--- src/rtl/pidpa_pkg.sv ---
// ----------------------------------------------------------------------------
// pidpa_pkg
// Shared types and constants for the positional PID axis: register map,
// field widths, reset values of the configuration registers.
// ----------------------------------------------------------------------------
package pidpa_pkg;

  // configuration port
  localparam int unsigned CFG_IDX_W  = 3;
  localparam int unsigned CFG_DATA_W = 11;

  // register field widths
  localparam int unsigned GAIN_W  = 8;
  localparam int unsigned LIMIT_W = 11;
  localparam int unsigned DBAND_W = 4;

  // integral state and drive widths
  localparam int unsigned SUM_W   = 12;
  localparam int unsigned DRIVE_W = 12;

  // product width of a gain and the integral
  localparam int unsigned IPROD_W = SUM_W + GAIN_W + 1;

  // reset values
  localparam logic [GAIN_W-1:0]  GAIN_P_RST    = 8'd14;
  localparam logic [GAIN_W-1:0]  GAIN_I_RST    = 8'd0;
  localparam logic [GAIN_W-1:0]  GAIN_D_RST    = 8'd35;
  localparam logic [LIMIT_W-1:0] INT_LIMIT_RST = 11'd100;
  localparam logic [LIMIT_W-1:0] OUT_LIMIT_RST = 11'd350;
  localparam logic [DBAND_W-1:0] DBAND_RST     = 4'd1;

  // register indexes
  typedef enum logic [CFG_IDX_W-1:0] {
    CFG_GAIN_P    = 3'd0,
    CFG_GAIN_I    = 3'd1,
    CFG_GAIN_D    = 3'd2,
    CFG_INT_LIMIT = 3'd3,
    CFG_OUT_LIMIT = 3'd4,
    CFG_DEAD_BAND = 3'd5
  } cfg_idx_e;

  // current register contents
  typedef struct packed {
    logic [GAIN_W-1:0]  gain_p;
    logic [GAIN_W-1:0]  gain_i;
    logic [GAIN_W-1:0]  gain_d;
    logic [LIMIT_W-1:0] integral_limit;
    logic [LIMIT_W-1:0] output_limit;
    logic [DBAND_W-1:0] dead_band;
  } cfg_t;

endpackage

--- src/rtl/pidpa_cfg_regs.sv ---
// ----------------------------------------------------------------------------
// pidpa_cfg_regs
// Configuration register file: gains, limits and dead band, one write per
// cycle, unknown indexes ignored.
// ----------------------------------------------------------------------------
module pidpa_cfg_regs (
  input  logic                                 clk_i,
  input  logic                                 rst_ni,
  input  logic                                 cfg_valid_i,
  output logic                                 cfg_ready_o,
  input  logic [pidpa_pkg::CFG_IDX_W-1:0]      cfg_index_i,
  input  logic [pidpa_pkg::CFG_DATA_W-1:0]     cfg_data_i,
  output pidpa_pkg::cfg_t                      cfg_o
);

  pidpa_pkg::cfg_t cfg_q;

  // writes are always taken
  assign cfg_ready_o = 1'b1;
  assign cfg_o       = cfg_q;

  // register write decode
  always_ff @(posedge clk_i or negedge rst_ni) begin
    if (!rst_ni) begin
      cfg_q.gain_p         <= pidpa_pkg::GAIN_P_RST;
      cfg_q.gain_i         <= pidpa_pkg::GAIN_I_RST;
      cfg_q.gain_d         <= pidpa_pkg::GAIN_D_RST;
      cfg_q.integral_limit <= pidpa_pkg::INT_LIMIT_RST;
      cfg_q.output_limit   <= pidpa_pkg::OUT_LIMIT_RST;
      cfg_q.dead_band      <= pidpa_pkg::DBAND_RST;
    end else if (cfg_valid_i) begin
      unique case (pidpa_pkg::cfg_idx_e'(cfg_index_i))
        pidpa_pkg::CFG_GAIN_P:    cfg_q.gain_p <= cfg_data_i[pidpa_pkg::GAIN_W-1:0];
        pidpa_pkg::CFG_GAIN_I:    cfg_q.gain_i <= cfg_data_i[pidpa_pkg::GAIN_W-1:0];
        pidpa_pkg::CFG_GAIN_D:    cfg_q.gain_d <= cfg_data_i[pidpa_pkg::GAIN_W-1:0];
        pidpa_pkg::CFG_INT_LIMIT: begin
          cfg_q.integral_limit <= cfg_data_i[pidpa_pkg::LIMIT_W-1:0];
        end
        pidpa_pkg::CFG_OUT_LIMIT: begin
          cfg_q.output_limit <= cfg_data_i[pidpa_pkg::LIMIT_W-1:0];
        end
        pidpa_pkg::CFG_DEAD_BAND: cfg_q.dead_band <= cfg_data_i[pidpa_pkg::DBAND_W-1:0];
        default: ;
      endcase
    end
  end

endmodule

--- src/rtl/pidpa_error_unit.sv ---
// ----------------------------------------------------------------------------
// pidpa_error_unit
// Error with dead band, clamped integral and measurement difference; holds
// the integral and the previous position, updated as each item moves on.
// ----------------------------------------------------------------------------
module pidpa_error_unit #(
  parameter int unsigned POS_BITS = 10
) (
  input  logic                                   clk_i,
  input  logic                                   rst_ni,
  input  logic                                   advance_i,
  input  logic [pidpa_pkg::DBAND_W-1:0]          dead_band_i,
  input  logic [pidpa_pkg::LIMIT_W-1:0]          integral_limit_i,
  input  logic [POS_BITS-1:0]                    target_pos_i,
  input  logic [POS_BITS-1:0]                    measured_pos_i,
  output logic signed [POS_BITS:0]               err_o,
  output logic signed [pidpa_pkg::SUM_W-1:0]     sum_o,
  output logic signed [POS_BITS:0]               diff_o
);

  localparam int unsigned ERR_W = POS_BITS + 1;
  localparam int unsigned ACC_W =
    ((ERR_W > pidpa_pkg::SUM_W) ? ERR_W : pidpa_pkg::SUM_W) + 1;

  logic signed [pidpa_pkg::SUM_W-1:0] error_sum_q;
  logic [POS_BITS-1:0]                prev_pos_q;

  logic signed [ERR_W-1:0] err_raw;
  logic [ERR_W-1:0]        err_mag;
  logic signed [ACC_W-1:0] acc;
  logic signed [ACC_W-1:0] ilim;
  logic signed [ACC_W-1:0] acc_clamped;

  // error and dead band
  always_comb begin
    err_raw = $signed({1'b0, target_pos_i}) - $signed({1'b0, measured_pos_i});
    err_mag = err_raw[ERR_W-1] ? ERR_W'(-err_raw) : ERR_W'(err_raw);
    err_o   = (err_mag <= ERR_W'(dead_band_i)) ? '0 : err_raw;
  end

  // integral with symmetric clamp
  always_comb begin
    acc  = ACC_W'(error_sum_q) + ACC_W'(err_o);
    ilim = $signed(ACC_W'({1'b0, integral_limit_i}));
    if (acc > ilim) begin
      acc_clamped = ilim;
    end else if (acc < -ilim) begin
      acc_clamped = -ilim;
    end else begin
      acc_clamped = acc;
    end
    sum_o = pidpa_pkg::SUM_W'(acc_clamped);
  end

  // derivative on the measurement
  assign diff_o = $signed({1'b0, measured_pos_i}) - $signed({1'b0, prev_pos_q});

  // loop state
  always_ff @(posedge clk_i or negedge rst_ni) begin
    if (!rst_ni) begin
      error_sum_q <= '0;
      prev_pos_q  <= '0;
    end else if (advance_i) begin
      error_sum_q <= sum_o;
      prev_pos_q  <= measured_pos_i;
    end
  end

endmodule

--- src/rtl/pidpa_drive_clamp.sv ---
// ----------------------------------------------------------------------------
// pidpa_drive_clamp
// Sums the three gain products and limits the drive to the output limit,
// flagging any item whose raw drive lies beyond it.
// ----------------------------------------------------------------------------
module pidpa_drive_clamp #(
  parameter int unsigned POS_BITS = 10
) (
  input  logic signed [POS_BITS+9:0]               p_prod_i,
  input  logic signed [pidpa_pkg::IPROD_W-1:0]     i_prod_i,
  input  logic signed [POS_BITS+9:0]               d_prod_i,
  input  logic [pidpa_pkg::LIMIT_W-1:0]            output_limit_i,
  output logic signed [pidpa_pkg::DRIVE_W-1:0]     drive_o,
  output logic                                     clamped_o
);

  localparam int unsigned PROD_W = POS_BITS + 10;
  localparam int unsigned RAW_W  =
    ((PROD_W > pidpa_pkg::IPROD_W) ? PROD_W : pidpa_pkg::IPROD_W) + 2;

  logic signed [RAW_W-1:0] raw;
  logic signed [RAW_W-1:0] lim;
  logic signed [RAW_W-1:0] limited;

  // sum and symmetric clamp
  always_comb begin
    raw = RAW_W'(p_prod_i) + RAW_W'(i_prod_i) + RAW_W'(d_prod_i);
    lim = $signed(RAW_W'({1'b0, output_limit_i}));
    if (raw > lim) begin
      limited   = lim;
      clamped_o = 1'b1;
    end else if (raw < -lim) begin
      limited   = -lim;
      clamped_o = 1'b1;
    end else begin
      limited   = raw;
      clamped_o = 1'b0;
    end
    drive_o = pidpa_pkg::DRIVE_W'(limited);
  end

endmodule

--- src/rtl/pid_position_axis.sv ---
// ----------------------------------------------------------------------------
// pid_position_axis
// One servo axis of a positional PID: dead-banded error, clamped integral,
// derivative on the measurement, clamped drive with a limit flag.
// ----------------------------------------------------------------------------
//  channel  | signals                                   | direction
//  ---------+-------------------------------------------+----------
//  in       | in_valid_i, in_ready_o, target_pos_i,     | sink
//           | measured_pos_i                            |
//  out      | out_valid_o, out_ready_i, drive_o,        | source
//           | clamped_o                                 |
//  cfg      | cfg_valid_i, cfg_ready_o, cfg_index_i,    | sink
//           | cfg_data_i                                |
//
//  One item per cycle while out_ready_i does not stall the output; an item passes
//  the input register, error/integral stage, product stage and drive register.
//  The integral and previous position update as an item leaves the input
//  register, so consecutive items see each other's state with no gap.
//  Each stage holds its item on a stall and empty stages fill up, so input
//  ready drops only once all four registers are occupied.
//  Reset restores the register defaults and clears integral and position.
// ----------------------------------------------------------------------------
module pid_position_axis #(
  parameter int unsigned POS_BITS = 10
) (
  input  logic                                   clk_i,
  input  logic                                   rst_ni,
  input  logic                                   in_valid_i,
  output logic                                   in_ready_o,
  input  logic [POS_BITS-1:0]                    target_pos_i,
  input  logic [POS_BITS-1:0]                    measured_pos_i,
  output logic                                   out_valid_o,
  input  logic                                   out_ready_i,
  output logic signed [pidpa_pkg::DRIVE_W-1:0]   drive_o,
  output logic                                   clamped_o,
  input  logic                                   cfg_valid_i,
  output logic                                   cfg_ready_o,
  input  logic [pidpa_pkg::CFG_IDX_W-1:0]        cfg_index_i,
  input  logic [pidpa_pkg::CFG_DATA_W-1:0]       cfg_data_i
);

  localparam int unsigned ERR_W  = POS_BITS + 1;
  localparam int unsigned PROD_W = POS_BITS + 10;

  pidpa_pkg::cfg_t cfg;

  // stage valids and ready chain
  logic v1_q, v2_q, v3_q, v4_q;
  logic rdy1, rdy2, rdy3, rdy4;

  // stage payloads
  logic [POS_BITS-1:0]                   tgt1_q, meas1_q;
  logic signed [ERR_W-1:0]               err2_q, diff2_q;
  logic signed [pidpa_pkg::SUM_W-1:0]    sum2_q;
  logic signed [PROD_W-1:0]              pp3_q, dp3_q;
  logic signed [pidpa_pkg::IPROD_W-1:0]  ip3_q;
  logic signed [pidpa_pkg::DRIVE_W-1:0]  drive4_q;
  logic                                  clamped4_q;

  // combinational results
  logic signed [ERR_W-1:0]               err_d, diff_d;
  logic signed [pidpa_pkg::SUM_W-1:0]    sum_d;
  logic signed [PROD_W-1:0]              pp_d, dp_d;
  logic signed [pidpa_pkg::IPROD_W-1:0]  ip_d;
  logic signed [pidpa_pkg::DRIVE_W-1:0]  drive_d;
  logic                                  clamped_d;
  logic                                  advance;

  // configuration registers
  pidpa_cfg_regs u_cfg (
    .clk_i       (clk_i),
    .rst_ni      (rst_ni),
    .cfg_valid_i (cfg_valid_i),
    .cfg_ready_o (cfg_ready_o),
    .cfg_index_i (cfg_index_i),
    .cfg_data_i  (cfg_data_i),
    .cfg_o       (cfg)
  );

  // a stage may load when it is empty or its item moves on
  assign rdy4       = !v4_q || out_ready_i;
  assign rdy3       = !v3_q || rdy4;
  assign rdy2       = !v2_q || rdy3;
  assign rdy1       = !v1_q || rdy2;
  assign in_ready_o = rdy1;
  assign advance    = v1_q && rdy2;

  // error, integral and difference
  pidpa_error_unit #(
    .POS_BITS (POS_BITS)
  ) u_err (
    .clk_i            (clk_i),
    .rst_ni           (rst_ni),
    .advance_i        (advance),
    .dead_band_i      (cfg.dead_band),
    .integral_limit_i (cfg.integral_limit),
    .target_pos_i     (tgt1_q),
    .measured_pos_i   (meas1_q),
    .err_o            (err_d),
    .sum_o            (sum_d),
    .diff_o           (diff_d)
  );

  // gain products
  assign pp_d = $signed({1'b0, cfg.gain_p}) * err2_q;
  assign ip_d = $signed({1'b0, cfg.gain_i}) * sum2_q;
  assign dp_d = $signed({1'b0, cfg.gain_d}) * diff2_q;

  // drive sum and limit
  pidpa_drive_clamp #(
    .POS_BITS (POS_BITS)
  ) u_drv (
    .p_prod_i       (pp3_q),
    .i_prod_i       (ip3_q),
    .d_prod_i       (dp3_q),
    .output_limit_i (cfg.output_limit),
    .drive_o        (drive_d),
    .clamped_o      (clamped_d)
  );

  // valid bits
  always_ff @(posedge clk_i or negedge rst_ni) begin
    if (!rst_ni) begin
      v1_q <= 1'b0;
      v2_q <= 1'b0;
      v3_q <= 1'b0;
      v4_q <= 1'b0;
    end else begin
      if (rdy1) v1_q <= in_valid_i;
      if (rdy2) v2_q <= v1_q;
      if (rdy3) v3_q <= v2_q;
      if (rdy4) v4_q <= v3_q;
    end
  end

  // payload registers
  always_ff @(posedge clk_i) begin
    if (rdy1) begin
      tgt1_q  <= target_pos_i;
      meas1_q <= measured_pos_i;
    end
    if (rdy2) begin
      err2_q  <= err_d;
      sum2_q  <= sum_d;
      diff2_q <= diff_d;
    end
    if (rdy3) begin
      pp3_q <= pp_d;
      ip3_q <= ip_d;
      dp3_q <= dp_d;
    end
    if (rdy4) begin
      drive4_q   <= drive_d;
      clamped4_q <= clamped_d;
    end
  end

  assign out_valid_o = v4_q;
  assign drive_o     = drive4_q;
  assign clamped_o   = clamped4_q;

  // input back-pressure only when every stage holds an item
  a_full_when_blocked : assert property (
    @(posedge clk_i) disable iff (!rst_ni)
    !in_ready_o |-> (v1_q && v2_q && v3_q && v4_q)
  ) else $error("input blocked with an empty stage");

  // a stalled product stage keeps its item
  a_prod_hold : assert property (
    @(posedge clk_i) disable iff (!rst_ni)
    (v3_q && !rdy4) |=> (v3_q && $stable(pp3_q) && $stable(ip3_q) && $stable(dp3_q))
  ) else $error("product stage lost its item under stall");

  // the error stage fills only from the input register
  a_err_source : assert property (
    @(posedge clk_i) disable iff (!rst_ni)
    $rose(v2_q) |-> $past(v1_q)
  ) else $error("error stage filled without an input item");

endmodule

--- config.mk ---
export PLATFORM = sky130hd
export DESIGN_NAME = pid_position_axis
export DESIGN_NICKNAME = d
export VERILOG_FILES = /design/src/rtl/pidpa_pkg.sv /design/src/rtl/pidpa_cfg_regs.sv /design/src/rtl/pidpa_error_unit.sv /design/src/rtl/pidpa_drive_clamp.sv /design/src/rtl/pid_position_axis.sv
export SDC_FILE = /design/constraint.sdc
export NUM_CORES = 1
export LEC_CHECK = 0
export BUFFER_PORTS_ARGS = -buffer_cell sky130_fd_sc_hd__buf_2
export CORE_MARGIN = 1
export CORE_UTILIZATION = 45
export DETAILED_ROUTE_END_ITERATION = 8
export SLEW_MARGIN = 20
export SYNTH_ARGS = -nofsm -noshare
export SYNTH_HDL_FRONTEND = slang
export SYNTH_SLANG_ARGS = --single-unit
--- constraint.sdc ---
create_clock -name clk_i -period 7.48 [get_ports clk_i]
set_clock_uncertainty 0.15 [all_clocks]
set_input_delay 0.374 -clock clk_i [delete_from_list [all_inputs] [get_ports clk_i]]
set_output_delay 0.374 -clock clk_i [all_outputs]
set_load 0.01 [all_outputs]
# ---- Word-level counts from Yosys, hierarchy flattened
# Cells that the tools add are included.
dict set report word_totals {
  register_bits 204
  wordCells 67
  output_inout_bits 16
}
dict set report op_classes {
  n_addsub 8
  n_mux 7
  reduce_logical 16
  mul 3
  eq_ne 5
  n_lt_le_gt_ge 5
}
# operator n
set ops {}
lappend ops {{$mul A9 B11 Y20} 2}
lappend ops {{$mux W12} 3}
lappend ops {{$mux W11} 3}
lappend ops {{$add A22 B20 Y23} 1}
lappend ops {{$gt A23 B12 Y1} 1}
lappend ops {{$lt A23 B23 Y1} 1}
lappend ops {{$neg A11 Y23} 1}
lappend ops {{$add A20 B21 Y22} 1}
lappend ops {{$sub A10 B10 Y11} 2}
lappend ops {{$mul A9 B12 Y21} 1}
lappend ops {{$add A12 B11 Y13} 1}
lappend ops {{$gt A13 B12 Y1} 1}
lappend ops {{$lt A13 B13 Y1} 1}
lappend ops {{$neg A11 Y13} 1}
lappend ops {{$reduce_and A2 Y1} 6}
lappend ops {{$le A11 B4 Y1} 1}
lappend ops {{$neg A11 Y11} 1}
lappend ops {{$eq A3 B2 Y1 const B} 2}
lappend ops {{$eq A3 B3 Y1 const B} 2}
lappend ops {{$logic_not A1 Y1} 4}
lappend ops {{$logic_or A1 B1 Y1} 4}
lappend ops {{$eq A3 B1 Y1 const B} 1}
lappend ops {{$logic_not A3 Y1} 1}
lappend ops {{$logic_and A1 B1 Y1} 1}
lappend ops {{$mux W1} 1}

# ---- Logic depth before layout (Yosys ltp)
dict set report depth {
  ltp_word 9
  ltp_mapped 41
  mapped_depth_nobuf 37
}

# ---- Cells and area by module
# Synthesis repeated with hierarchy kept, for this count alone.
dict set report hier_totals {
  cells_unflattened 2331
  hier_area_um2 23083.4
}
# mod cells_each area_per_inst_um2 instances seq_area_each_um2
set by_module_without_submodules {}
lappend by_module_without_submodules {pid_position_axis 1357 14249.9 1 3943.8}
lappend by_module_without_submodules {pidpa_error_unit 497 3930.0 1 550.5}
lappend by_module_without_submodules {pidpa_drive_clamp 365 2955.3 1 0.0}
lappend by_module_without_submodules {pidpa_cfg_regs 112 1948.1 1 1271.2}

# ---- Least setup slack after synthesis
# OpenSTA, ideal clock, no wires.
dict set report synth_timing {
  kind {register to register}
  from {register tgt1_q[0]}
  to {register sum2_q[9] (netlist name) (data pin)}
  setup_ns 0.263
  required_time_ns 7.067
  arrival_ns 7.204
  setup_slack_ns -0.137
  path_stages_with_launch 39
  cell_sequence {edfxtp_1 -> inv_1 -> ha_1 -> inv_1 -> fa_1 -> a21o_1 -> a21oi_1 -> nor2b_1 -> o21ai_0 -> a21oi_1 -> a31o_2 -> mux2_2 -> ha_1 -> nor2b_1 -> o21ai_0 -> nand2b_1 -> a21oi_1 -> a41o_1 -> [... 3 more ...] -> nor2_1 -> ha_1 -> fa_1 -> a21oi_1 -> o2111ai_1 -> a31o_2 -> a21o_1 -> xor2_1 -> ha_1 -> nand2_1 -> nor4_1 -> a221o_1 -> o21ai_0 -> a21bo_2 -> clkbuf_1 -> buf_2 -> buf_2 -> o21ai_0}
}
dict set report synth_via {
  elab_chain_cells 9
  word_cells_on_any_way 10
  classes_between {add/sub: 3; order compare: 3; mux: 4}
}
# element line
set synth_rtl {}
lappend synth_rtl {{start, declared} pid_position_axis.sv:52} ;# logic [POS_BITS-1:0] tgt1_q, meas1_q;
lappend synth_rtl {{start signal, assigned} pid_position_axis.sv:139} ;# tgt1_q <= target_pos_i;
lappend synth_rtl {{$sub A10 B10 Y11 *} pidpa_error_unit.sv:36} ;# err_raw = $signed({1'b0, target_pos_i}) - $signed({1'b0, measured_pos_i});
lappend synth_rtl {{$neg A11 Y11} pidpa_error_unit.sv:37} ;# err_mag = err_raw[ERR_W-1] ? ERR_W'(-err_raw) : ERR_W'(err_raw);
lappend synth_rtl {{$mux W11} pidpa_error_unit.sv:37}
lappend synth_rtl {{$le A11 B4 Y1} pidpa_error_unit.sv:38} ;# err_o = (err_mag <= ERR_W'(dead_band_i)) ? '0 : err_raw;
lappend synth_rtl {{$mux W11 *} pidpa_error_unit.sv:38}
lappend synth_rtl {{via err_d[0]} pid_position_axis.sv:61} ;# logic signed [ERR_W-1:0] err_d, diff_d;
lappend synth_rtl {{$add A12 B11 Y13 *} pidpa_error_unit.sv:43} ;# acc = ACC_W'(error_sum_q) + ACC_W'(err_o);
lappend synth_rtl {{$lt A13 B13 Y1} pidpa_error_unit.sv:47} ;# end else if (acc < -ilim) begin
lappend synth_rtl {{$mux W12} pidpa_error_unit.sv:47}
lappend synth_rtl {{$mux W12 *} pidpa_error_unit.sv:45} ;# if (acc > ilim) begin
lappend synth_rtl {{via sum_d (one bit)} pid_position_axis.sv:62} ;# logic signed [pidpa_pkg::SUM_W-1:0] sum_d;
lappend synth_rtl {{end signal, assigned} pid_position_axis.sv:144} ;# sum2_q <= sum_d;
lappend synth_rtl {{end, declared} pid_position_axis.sv:54} ;# logic signed [pidpa_pkg::SUM_W-1:0] sum2_q;
# The timed path passes the listed nets; every way through them passes the cells marked *.
# A chain may end at the register's enable or synchronous reset.

# ---- Worst setup path in the final report
dict set report layout_timing {
  from {register tgt1_q[0]}
  to {register sum2_q[2] (netlist name) (data pin)}
}
# The elaborated chain is that of the path after synthesis.

==> metrics.txt <==
result of the run finished, final reports clean; largest stage delay on the critical path 410 ps; maximum operating frequency 137 MHz; Buffers on Ports 53; mux contribution to synthesized area ~3.4%; buffer levels on the longest clock path 3; top-count cell post-synth sky130_fd_sc_hd__inv_1; clock tree from TritonCTS done; Synth area leader sky130_fd_sc_hd__fa_1; sequential fraction of the synthesis area around a quarter; type of the tightest min-delay check in -> async; unrepaired setup endpoints after global routing yes; final antenna-violating net count 0; std cell rows 81; cell occurring most often along the worst timing path sky130_fd_sc_hd__buf_4; element type at the critical path start flip-flop; via count normalized by instance count 5.21; type of the setup path with the least slack reg -> reg; Core Box Area about 49000 sq um; measured slew at the worst slew-check pin around 1100 ps; 1st-pass router iterations 5; cell chosen for the clock root sky130_fd_sc_hd__clkbuf_16; Die Span Y between 200 and 250 microns; width of the chip around 230 microns; via total after detailed routing roughly 16k; total number of nets in the final design approximately 3.0k; CTS H-Tree Depth 1; final-layout worst hold slack 5.35 ps; final weighted congestion in routability-driven placement a little under 0.9; overflow left after global routing 0; total of endpoints with negative setup slack in the final report 0; fraction of final layout cells with drive strength greater than 1 roughly 14%; number of hold violations in the final report 0; number of global-route vias before repair between 15k and 20k; Mean Syn Cell Area about 9.9 sq um; number of CTS-inserted buffers 26; proportion of synthesized flip-flops having asynchronous set or reset a little under two fifths; source of the worst register-to-register timing path tgt1_q[0]; Crit. End Element flip-flop; post-route fraction of the period consumed by the critical path about 98%; post-detailed-placement half-perimeter wirelength 43.1 mm; number of antenna violations at the first check in global routing 0; violation count after the first detailed-route iteration between 800 and 900; leading post-synthesis cells by instance count 398 x sky130_fd_sc_hd__inv_1, 247 x sky130_fd_sc_hd__fa_1, 236 x sky130_fd_sc_hd__ha_1; first-pass GRT wire length approximately 88 mm; GR Util met3 2.84%; area share of the largest cell type after synthesis a little over a fifth; Inserted Diodes 0; number of warning messages in the yosys log 0; synthesis-to-finish area growth 14.7%; routing usage on met2 between 30 and 40%; #FFs+latches synth roughly 200; setup slack of the most critical reg-to-reg path around 160 ps; WL final about 54 mm; clock transition at the register clock pins on the worst setup and hold paths after CTS roughly 60 ps; DRC 0; required time at the worst-slack endpoint ~7700 ps; critical path's slowest cell sky130_fd_sc_hd__fa_2; num ports between 50 and 60; routed length per placed instance 17.5 microns; cells after synthesis 2284; global routing's busiest layer met2; most used flip-flop cell after synthesis sky130_fd_sc_hd__edfxtp_1; Adder-Cell Fraction of Synth Area 35.1%; count of unique library cells instantiated by Yosys 82; count of flip-flops with a built-in enable after synthesis approximately 130; overall die area 51000 sq um; maximum number of pins on one net before global-route repair slightly below 70; area of the mapped netlist about 23000 sq um; final-report max-slew violation count 0; Final min period 7320 ps; largest fanout of any net on the critical path 32; critical register-to-register path endpoint sum2_q[2]; normalized max-slew margin 29.1%; Global Route Usage Sum 22.1%; clock tree sinks 204; R2R depth 43; Worst Path Arrival roughly 7500 ps; setup total negative slack 0 ps; initial standard-cell utilization of the core a little under half; combinational family with the most area after synthesis adder cells; post-synthesis compound-gate area fraction under 10%; Post-Synth Simple-Gate Area between 10% and 20%; met1 GRT Util between 20% and 30%; Clock Latency Late Sink ~570 ps; Max-cap violations 0; nets in the synthesized netlist 2806; XOR/XNOR Fraction of Synth Area under 10%; Area contributors post-synth sky130_fd_sc_hd__fa_1 22%, sky130_fd_sc_hd__edfxtp_1 17%, sky130_fd_sc_hd__ha_1 13%
through the flow:
| step | utilization [%] | setup slack [ps] | area [sq um] | std cells |
|---|---|---|---|---|
| 3_3_place_gp | 48.7 | -119 | 23900 | 3007 |
| 5_1_grt | 52.6 | -173 | 25800 | 3113 |
| 6_report | 52.6 | 165 | 25800 | 3113 |
| 4_1_cts | 51.8 | 18.4 | 25500 | 3102 |
| 3_5_place_dp | 48.7 | -350 | 23900 | 3007 |
| 2_1_floorplan | - | 9.10 | 22500 | 2284 |
critical path: cells and delay by family, from the launching register on:
kind | cells | cell delay, ps
xor gates and xnor gates | 2 | 440
AOI/OAI and AO/OA | 13 | 2190
buffers and inverters | 19 | 2160
and+or+nand+nor | 5 | 500
DFF | 1 | 370
adders and majority gates | 4 | 1220
flip-flops by register name, indices dropped and copies added (netlist names):
register,cells
clamped_o,1
diff2_q,11
dp3_q,20
drive_o,12
err2_q,11
ip3_q,21
meas1_q,10
out_valid_o,1
pp3_q,20
sum2_q,12
tgt1_q,10
u_cfg.cfg_o,50
u_err.error_sum_q,12
u_err.prev_pos_q,10
v1_q,1
v2_q,1
v3_q,1
kinds of logic after synthesis:
logic type	count (synthesis)
other	1
DFF	204
xor gates and xnor gates	102
buffers and inverters	454
muxes	71
and+or+nand+nor	643
adders and majority gates	484
AOI/OAI and AO/OA	325
how the worst max path moves through the flow:
| stage | start | endpoint | slack, ps | cells past startpoint |
|---|---|---|---|---|
| 2_1_floorplan | tgt1_q[0] | sum2_q[4] | 9 | 40 |
| 3_3_place_gp | tgt1_q[0] | sum2_q[4] | -120 | 36 |
| 3_5_place_dp | tgt1_q[0] | u_err.error_sum_q[8] | -350 | 37 |
| 4_1_cts | tgt1_q[0] | sum2_q[10] | 20 | 40 |
| 5_1_grt | tgt1_q[0] | sum2_q[2] | -170 | 43 |
| 6_report | tgt1_q[0] | sum2_q[2] | 160 | 43 |
repair_timing:
action	in CTS	in global routing
cloned	1	0
resized for setup	42	60
setup endpoints to repair	23	24
hold buffers	23	0
setup buffers	24	11
hold endpoints to repair	30	0
pin swaps	38	52
final cells by class:
class                   count  area, sq um
multi-input cells        1626        15500
fillers                  4422        23300
flip-flops and latches    204         5770
repair buffers            173         1320
inverters                 399         1500
clock buffers              35          756
clock inverters            12          130
well taps                 664          831
placed cells by master (no fill, tap or decap), types with 60 or more instances in the layout:
cell	netlist	routed
sky130_fd_sc_hd__a21oi_1	72	63
sky130_fd_sc_hd__and2_1	180	180
sky130_fd_sc_hd__buf_4	2	89
sky130_fd_sc_hd__dfrtp_1	60	60
sky130_fd_sc_hd__edfxtp_1	128	128
sky130_fd_sc_hd__fa_1	247	245
sky130_fd_sc_hd__ha_1	236	226
sky130_fd_sc_hd__inv_1	398	396
sky130_fd_sc_hd__nand2_1	173	170
sky130_fd_sc_hd__nor2_1	116	109
sky130_fd_sc_hd__o21ai_0	85	81
sky130_fd_sc_hd__xnor2_1	83	78
per-layer routing:
metal  up-vias  wire, microns
met5         -              0
met4         0           1620
met3        71           2400
met2       318          25700
met1      8009          24600
li1       7819              -
Power is not shown: default switching activity piles up to over one toggle a cycle in this logic, so the estimate is an artifact.
